## src/rtl/cow_rct_pkg.sv

```systemverilog
// ----------------------------------------------------------------------------
// cow_rct_pkg: shared types and constants
// Sizes of the entry pool and the bucket table, operation and status codes,
// and the command and status structs that pass between controller and datapath.
// ----------------------------------------------------------------------------
`default_nettype none
package cow_rct_pkg;
  localparam int unsigned TableEntries = 4096;
  localparam int unsigned Buckets = 1024;
  localparam int unsigned PageShift = 12;
  localparam int unsigned IdxW = $clog2(TableEntries);
  localparam int unsigned LinkW = IdxW + 1;
  localparam int unsigned BktW = (Buckets > 1) ? $clog2(Buckets) : 1;
  localparam int unsigned StepW = IdxW + 1;
  localparam logic [LinkW-1:0] LinkNone = LinkW'(TableEntries);
  localparam logic [15:0] CountMax = 16'hFFFF;

  typedef enum logic [1:0] {
    MODE_SHARE   = 2'd0,
    MODE_FAULT   = 2'd1,
    MODE_RELEASE = 2'd2,
    MODE_QUERY   = 2'd3
  } mode_t;

  typedef enum logic [1:0] {
    ST_OK      = 2'd0,
    ST_COPIED  = 2'd1,
    ST_NOMEM   = 2'd2
  } status_t;

  typedef enum logic [2:0] {
    S_CLEAR,
    S_IDLE,
    S_HEAD,
    S_READ,
    S_CHECK,
    S_ACT,
    S_FREE,
    S_DONE
  } state_t;

  // Controller commands toward the datapath.
  typedef struct packed {
    logic clear;
    logic load;
    logic head_rd;
    logic ent_rd;
    logic walk_adv;
    logic take;
    logic act;
    logic do_free;
    logic done;
  } cmd_t;

  // Datapath status back to the controller.
  typedef struct packed {
    logic clear_last;
    logic chain_end;
    logic hit;
    logic need_unlink;
  } stat_t;

  function automatic logic [BktW-1:0] bucket_of(input logic [31:0] addr);
    logic [31:0] pn;
    begin
      pn = addr >> PageShift;
      bucket_of = BktW'(pn % Buckets);
    end
  endfunction
endpackage
`default_nettype wire

```

## src/rtl/cow_rct_ctrl.sv

```systemverilog
// ----------------------------------------------------------------------------
// cow_rct_ctrl: operation sequencer
// Clears the bucket heads after reset, then steps through head read, chain
// walk, update and the optional return of an entry to the free list.
// ----------------------------------------------------------------------------
`default_nettype none
module cow_rct_ctrl (
  input  wire logic              clk,
  input  wire logic              rst,
  input  wire logic              start,
  input  cow_rct_pkg::stat_t     st,
  output cow_rct_pkg::cmd_t      cmd,
  output logic                   busy
);
  import cow_rct_pkg::*;

  state_t state, state_next;

  always_ff @(posedge clk) begin
    if (rst) state <= S_CLEAR;
    else state <= state_next;
  end

  always_comb begin
    state_next = state;
    case (state)
      S_CLEAR:   if (st.clear_last) state_next = S_IDLE;
      S_IDLE:    if (start) state_next = S_HEAD;
      S_HEAD:    state_next = S_READ;
      S_READ:    state_next = st.chain_end ? S_ACT : S_CHECK;
      S_CHECK:   state_next = st.hit ? S_ACT : S_READ;
      S_ACT:     state_next = st.need_unlink ? S_FREE : S_DONE;
      S_FREE:    state_next = S_DONE;
      S_DONE:    state_next = S_IDLE;
      default:   state_next = S_IDLE;
    endcase
  end

  always_comb begin
    cmd = '0;
    busy = (state != S_IDLE);
    case (state)
      S_CLEAR:   cmd.clear = 1'b1;
      S_IDLE:    cmd.load = start;
      S_HEAD:    cmd.head_rd = 1'b1;
      S_READ:    cmd.ent_rd = !st.chain_end;
      S_CHECK: begin
        cmd.take = st.hit;
        cmd.walk_adv = !st.hit;
      end
      S_ACT:     cmd.act = 1'b1;
      S_FREE:    cmd.do_free = 1'b1;
      S_DONE:    cmd.done = 1'b1;
      default:   cmd = '0;
    endcase
  end
endmodule
`default_nettype wire

```

## config.mk

```make
export PLATFORM = sky130hd
export DESIGN_NAME = cow_rct_ctrl
export DESIGN_NICKNAME = d
export VERILOG_FILES = /design/src/rtl/cow_rct_pkg.sv /design/src/rtl/cow_rct_ctrl.sv
export SDC_FILE = /design/constraint.sdc
export NUM_CORES = 1
export LEC_CHECK = 0
export ABC_AREA = 1
export BUFFER_PORTS_ARGS = -buffer_cell sky130_fd_sc_hd__buf_2
export CORE_AREA = 2 2 39 41
export DETAILED_ROUTE_END_ITERATION = 8
export DIE_AREA = 0 0 41 43
export PLACE_DENSITY = 0.45
export SYNTH_ARGS = -nofsm -noshare
export SYNTH_HDL_FRONTEND = slang
export SYNTH_SLANG_ARGS = --single-unit
```

## constraint.sdc

```tcl
create_clock -name clk -period 2.1 [get_ports clk]
set_input_delay 0.21 -clock clk [delete_from_list [all_inputs] [get_ports clk]]
set_output_delay 0.21 -clock clk [all_outputs]
set_load 0.05 [all_outputs]
```

==> results.toml, run 1 <==
[outcome]
outcome = "finished, final reports clean"

[floorplan]
top_level_ports = 17
die_x_microns = 41
die-height_microns = 43
dieArea_sq_um = 1763
placementRows = 14
core_area_sq_um = 1384
initial_utilization = 0.1944

[yosys]
synth_xor_xnor_area_share = 0
ys_seq_area_frac = 0.2233
ys_seq_elements = 3
synth_area_sq_um = 269.0
syn_nets = 55
syn_area_per_cell_sq_um = 5.604
yosys.area_share.simple = 0.5721
yosysWarnings = 0
synth-compound-area-share = 0.03256
synth_top_family_by_area = "simple AND/OR/NAND/NOR gates"
post_synth_mux_area_share = 0
syn_inst = 48
ys_types = 13
synth_fa_ha_area_frac = 0

[worst_setup_path]
startpoint_type = "flip-flop"
timing.rr.start = "state[2]"
crit_slowest_cell = "dfxtp_1"
max_stage_delay_ps = 380
startpoint = "state[1]"
critical_path.top_delay_family = "flip-flops"
critPathBufInv = 3
worstPathRequired_ps = 1890
critPathKind = "reg -> out"
worstPathMaxFanout = 6
crit_top_cell = "inv_1"
cp_data_arrival_time_ps = 1320
path_cells = "nor2_2, inv_1, nor2_1, nand2_1, inv_1, buf_2"
critPathCaptureType = "primary output"

[place]
globalplace.congestion = 0.7110
portBuffers = 16
place_hpwl_microns = 545.8

[timing]
relSlewSlack = 0.8029
setup_viol = 0
fin_crit_sh = 0.7305
fin_worst_skew_ps = 2.435
slew_viol_final = 0
worst_pin_slew_ps = 295.3
rsz0062_at_grt = "false"
fmax_mhz = 651.9
tns_ps = 0
hold_violations = 0
fin_crit_ps = 1534

[clock_network]
clock-root-buffer = "clkbuf_4"
clk_latency_ps = 230
tritoncts = "done"
cts_buffers = 3
h-tree-depth = 1
cts_resized = 0
clk_pin_slew_ps = 30
clock-sinks = 3
postCtsSetupBuffers = 0
clock_path_buffers = 2
hold_buffers = 0

[global_route]
grt_max_degree = 9
antenna_found_initial = 0
grt_pass1_vias = 263
grt_use_total = 0.08835
grt_overflow = 0
grt_pass1_wl_microns = 993

[cells_and_area]
largest_register_ff_count = 3
syn2layout_area_growth_pct = 45.12
nets = 75
final_core_util = 0.2821
antenna_cells = 0
mostFrequentLayoutCell = "buf_2"
drive_gt1_frac = 0.4030
mostFrequentLayoutCells = "buf_2, nor2_1, inv_1, nand2_1, nand3_1"
top_register = "state"
reg_top3 = "state (3)"

[drt]
drtIter0Drc = 4
wire_per_inst_microns = 7.554
ant_nets = 0
vias = 332
dr.pass1.iters = 2
viasPerCell = 4.000
drc = 0
drt_wl_total_microns = 627

[min_path]
worst_hold_path_type = "in -> reg"
hold_start = "rst"

[flow_run]
cap_violations = 0

[power_and_ir_drop]
p_per_area_nw_per_um2 = 699.7
ir_drop_mv = 0.2108
total_power_uw = 273.1
leakagePower_nw = 0.2427
[cells by family after synthesis]
family / Yosys count
and+or+nand+nor: 32
buffers and inverters: 12
DFF: 3
AOI/OAI and AO/OA: 1
[power breakdown]
part           total, mW  switching (mW)  internal (mW)
sequential        0.0723         0.00981         0.0624
combinational      0.104          0.0752         0.0288
clock             0.0969          0.0260         0.0709
[synthesized netlist by cell type (all sizes together)]
master / count / area share
dfxtp: 3 / 0.22
nand2: 8 / 0.11
inv: 11 / 0.15
buf: 1 / 0.019
a21oi: 1 / 0.033
nor2: 15 / 0.26
nand3: 5 / 0.11
nor3: 2 / 0.037
nand3b: 2 / 0.056
[area by class of cell]
| cell class | instances | area (sq um) |
|---|---|---|
| Tap cell | 16 | 20.02 |
| Fill cell | 173 | 993.5 |
| Sequential cell | 3 | 60.06 |
| Clock buffer | 4 | 26.28 |
| Inverter | 11 | 41.29 |
| Multi-Input combinational cell | 33 | 162.7 |
| Timing Repair Buffer | 16 | 80.08 |
[final timing paths]
check	endpoint	slack (ps)	cells after the start
worst min register to register	state[0]	700	5
worst min-delay path	state[2]	180	2
worst max-delay path	cmd[3]	570	6
worst max register to register	state[0]	1060	5
[routing by layer]
metal / up-vias / track usage / share of wire / wire length, microns
met4: 0 / 0.06000 / 0 / 0
li1: 186 / - / - / -
met2: 11 / 0.1125 / 0.44 / 276
met3: 0 / 0.04712 / 0.10 / 63
met5: - / 0 / 0 / 0
met1: 135 / 0.1093 / 0.46 / 287
[through the flow]
| step | worst slack (ps) | instance area (sq um) | hold slack [ps] | instances |
|---|---|---|---|---|
| floorplan | 219.0 | 269.0 | 272.4 | 48 |
| global placement | 786.7 | 364.1 | 416.8 | 79 |
| detailed placement | 789.3 | 364.1 | 409.8 | 79 |
| CTS | 543.4 | 390.4 | 167.8 | 83 |
| global route | 433.6 | 390.4 | 185.0 | 83 |
| finish | 566.0 | 390.4 | 176.3 | 83 |
Note: power is estimated with default switching activity, not from simulation.
==> inputs of run 2 (changes only) <==
ABC_AREA = 0   (was 1)
PLACE_DENSITY = 0.43   (was 0.45)
clock period = 1.5 ns   (was 2.1 ns; I/O delays follow)
==> results.toml, run 2 <==
[outcome]
outcome = "finished, final reports clean"

[timing]
fin_crit_sh = 0.9421
slew_viol_final = 0
relSlewSlack = 0.8371
hold_violations = 0
fin_crit_ps = 1413
hold_ws_ps = 115.0
rsz0062_at_grt = "false"
worst_pin_slew_ps = 243.8
fin_worst_skew_ps = 0.3561
setup_viol = 0
fmax_mhz = 707.7
tns_ps = 0

[power_and_ir_drop]
ir_drop_mv = 0.4166
total_power_uw = 384.7
p_per_area_nw_per_um2 = 960.9
leakagePower_nw = 0.1746

[cells_and_area]
reg_top3 = "state (3)"
top_register = "state"
stdcell_count = 67
largest_register_ff_count = 3
syn2layout_area_growth_pct = 68.42
antenna_cells = 0
mostFrequentLayoutCell = "buf_2"
mostFrequentLayoutCells = "buf_2, buf_4, inv_1, clkbuf_4"
drive_gt1_frac = 0.6275
multi_input_area_sq_um = 172.7
nets = 59
fin_area_sq_um = 400.4
regArea_sq_um = 61.31
fill_cells = 163

[yosys]
ys_types = 20
synthArstFlopShare = 0
synth_area_leaders = "dfxtp_1, nor4_1, nor3_1"
synth_common_cells = "dfxtp_1, inv_1, nor3_1, nor4_1"
syn_inst = 31
ys_seq_elements = 3
synth_edf_count = 0
ys_seq_area_frac = 0.2526
synth_area_sq_um = 237.7
syn_nets = 38
synth_top_area_cell = "dfxtp_1"
syn_area_per_cell_sq_um = 7.669
synth_top_area_frac = 0.2526
yosysWarnings = 0
synth_ff_type = "dfxtp_1"

[clock_network]
cts_buffers = 3
clk_latency_ps = 240
postCtsSetupBuffers = 0
h-tree-depth = 1
clock-root-buffer = "clkbuf_4"
hold_buffers = 0
clock-sinks = 3
clock_path_buffers = 2
clk_pin_slew_ps = 40
tritoncts = "done"

[floorplan]
die-height_microns = 43
core_area_sq_um = 1384
top_level_ports = 17
die_x_microns = 41
initial_utilization = 0.1718
dieArea_sq_um = 1763
placementRows = 14

[place]
placed_cells = 63
globalplace.congestion = 0.6619
place_hpwl_microns = 528.1
portBuffers = 16
placed_cell_area_sq_um = 370.4

[worst_setup_path]
critical_path.top_delay_family = "buffers and inverters"
worstPathRequired_ps = 1350
critPathBufInv = 2
startpoint = "state[2]"
max_stage_delay_ps = 320
startpoint_type = "flip-flop"
timing.rr.start = "state[2]"
critPathCaptureType = "primary output"
worstPathMaxFanout = 11
crit_slowest_cell = "dfxtp_1"
path_cells = "buf_4, nor4b_2, buf_2"
critPathKind = "reg -> out"
cp_data_arrival_time_ps = 1260

[global_route]
grt_max_degree = 13
grt_overflow = 0
antenna_found_initial = 0
grt_use_total = 0.1082
grt_pass1_wl_mm = 1.097
grt_pass1_vias = 271

[drt]
ant_nets = 0
wire_per_inst_microns = 10.15
viasPerCell = 4.522
drc = 0
drtIter0Drc = 0
drt_wl_total_microns = 680
dr.pass1.iters = 1
vias = 303

[min_path]
worst_hold_path_type = "in -> reg"
hold_start = "rst"

[flow_run]
cap_violations = 0
## run 2: through the flow
step / setup WS, ps / utilization
CTS: 1.758 / 0.2884
detailed placement: 256.6 / 0.2676
finish: 86.89 / 0.2893
global route: 6.813 / 0.2893
global placement: 279.9 / 0.2676
floorplan: -209.4 / -
## run 2: logic make-up after synthesis
family                 after synthesis  share of synthesized area
buffers and inverters                7                     0.1736
flip-flops                           3                     0.2526
AND/OR/NAND/NOR                     13                     0.3210
AO/OA/AOI/OAI                        8                     0.2526
## run 2: timing repair
item / in CTS / in global routing
hold endpoints to repair: 0 / 0
setup endpoints to repair: 1 / 6
resized for setup: 1 / 1
## run 2: final timing paths
kind               to  slack, ps  cells after the start
min reg2reg  state[2]        580                      2
min          state[0]        110                      2
max reg2reg  state[2]        420                      3
max            cmd[5]         90                      3
## run 2: layout make-up
type / count / area share
Clock buffer: 4 / 0.06563
Tap cell: 16 / 0.05000
Inverter: 4 / 0.03750
Timing Repair Buffer: 19 / 0.2625
Sequential cell: 3 / 0.1531
Multi-Input combinational cell: 21 / 0.4313
## run 2: report_power, final
part           switching, mW  internal [mW]  leakage (nW)
Sequential            0.0120         0.0880        0.0249
Combinational         0.0983         0.0419         0.135
Clock                 0.0448         0.0999        0.0150
Total                  0.155          0.230         0.175
## run 2: routing by layer
layer  up-vias  track usage  share of wire
met5         -            0              0
met4         0       0.1000          0.043
met3         5      0.09424          0.091
met2        13       0.1281           0.46
met1       130       0.1086           0.41
li1        155            -              -
==> inputs of run 3 (changes only) <==
BUFFER_PORTS_ARGS = -buffer_cell sky130_fd_sc_hd__buf_4   (was -buffer_cell sky130_fd_sc_hd__buf_2)
RECOVER_POWER = 50   (was default)
==> results.toml, run 3 (synthesized netlist as in run 2, its figures left out) <==
[cells_and_area]
largest_register_ff_count = 3
drive_gt1_frac = 0.6078
fill_cells = 157
mostFrequentLayoutCell = "buf_4"
reg_top3 = "state (3)"
antenna_cells = 0
regArea_sq_um = 61.31
syn2layout_area_growth_pct = 78.42
nets = 59
top_register = "state"
multi_input_area_sq_um = 166.4
stdcell_count = 67
mostFrequentLayoutCells = "buf_4, inv_1, clkbuf_4, clkbuf_2"

[drt]
drtIter0Drc = 0
dr.pass1.iters = 1
drc = 0
drt_wl_total_microns = 672
viasPerCell = 4.433
wire_per_inst_microns = 10.03
vias = 297
ant_nets = 0

[clock_network]
h-tree-depth = 1
clock_path_buffers = 2
clock-root-buffer = "clkbuf_4"
tritoncts = "done"
clk_pin_slew_ps = 40
clock-sinks = 3
cts_buffers = 3
clk_latency_ps = 230

[place]
place_hpwl_microns = 534.8
globalplace.congestion = 0.6466
placed_cells = 63
portBuffers = 16

[min_path]
hold_start = "rst"
worst_hold_path_type = "in -> reg"
holdPathStages = 2
hold_end = "state[0]"

[floorplan]
die_x_microns = 41
top_level_ports = 17
placementRows = 14
dieArea_sq_um = 1763
die-height_microns = 43
initial_utilization = 0.1718
core_area_sq_um = 1384

[worst_setup_path]
worstPathMaxFanout = 11
r2r_slack_ps = 380
worstPathRequired_ps = 1350
critPathKind = "reg -> out"
cp_data_arrival_time_ps = 1210
startpoint_type = "flip-flop"
critPathCaptureType = "primary output"
r2r_end = "state[2]"
r2r_cells = 3
timing.rr.start = "state[2]"

[global_route]
grt_overflow = 0
antenna_found_initial = 0
grt_pass1_vias = 289
grt_use_total = 0.1049
grt_max_degree = 14
grt_pass1_wl_mm = 1.173

[timing]
hold_ws_ps = 88.21
relSlewSlack = 0.7845
rsz0062_at_grt = "false"
fin_worst_skew_ps = 2.131
setup_viol = 0
hold_violations = 0
fmax_mhz = 737.9
fin_crit_sh = 0.9034
fin_crit_ps = 1355
slew_viol_final = 0
worst_pin_slew_ps = 315.1

[outcome]
outcome = "finished, final reports clean"

[flow_run]
cap_violations = 0

[power_and_ir_drop]
leakagePower_nw = 0.1789
ir_drop_mv = 0.4918
p_per_area_nw_per_um2 = 917.4
==> run 3: changes by cell type in the layout (fill, tap and decap cells not counted), sizes merged <==
cell | previous run | this run
buf | 19 | 16
clkbuf | 4 | 7
==> run 3: worst max path at each step <==
stage	start	end	cells after the start
after floorplan	state[0]	cmd[8]	2
after global placement	state[0]	cmd[3]	3
after detailed placement	state[0]	cmd[3]	3
after CTS	state[0]	cmd[3]	3
after global routing	state[0]	cmd[4]	3
final	state[2]	cmd[5]	3
==> run 3: layout make-up <==
cell class,count,area share
clock buffers,4,0.06195
inverters,4,0.03540
multi-input cells,21,0.3923
flip-flops and latches,3,0.1445
well taps,16,0.04720
repair buffers,19,0.3186
==> run 3: metrics by stage <==
step	area (sq um)	setup TNS, ps	utilization	total power [mW]	setup WS (ps)
after floorplan	274.0	-963.0	-	0.2101	-209.4
after global placement	410.4	0	0.2966	0.2563	297.6
after detailed placement	410.4	0	0.2966	0.2568	298.2
after CTS	436.7	0	0.3156	0.4060	53.14
after global routing	424.2	0	0.3065	0.4249	49.02
final	424.2	0	0.3065	0.3891	144.8
==> run 3: repair_timing <==
action                     4_1_cts  5_1_grt
gates resized for setup          0        1
hold buffers                     0        0
setup endpoints to repair        0        4
buffers inserted                 0        0
==> run 3: critical path, cell delays in order, from the launching register on <==
cell,delay [ps]
dfxtp_1,320
buf_4,170
nor4b_2,240
buf_4,230
==> run 3: layer usage <==
layer / track usage / up-vias / part of all wire
met5: 0 / - / 0
met4: 0.06000 / 0 / 0
met3: 0.06283 / 0 / 0.071
met2: 0.1469 / 12 / 0.52
met1: 0.1171 / 129 / 0.41
li1: - / 156 / -
==> run 3: report_power, final <==
part	switching [mW]	internal [mW]	leakage, nW
sequential	0.0124	0.0879	0.0249
clock	0.0421	0.0997	0.0150
combinational	0.0968	0.0502	0.139
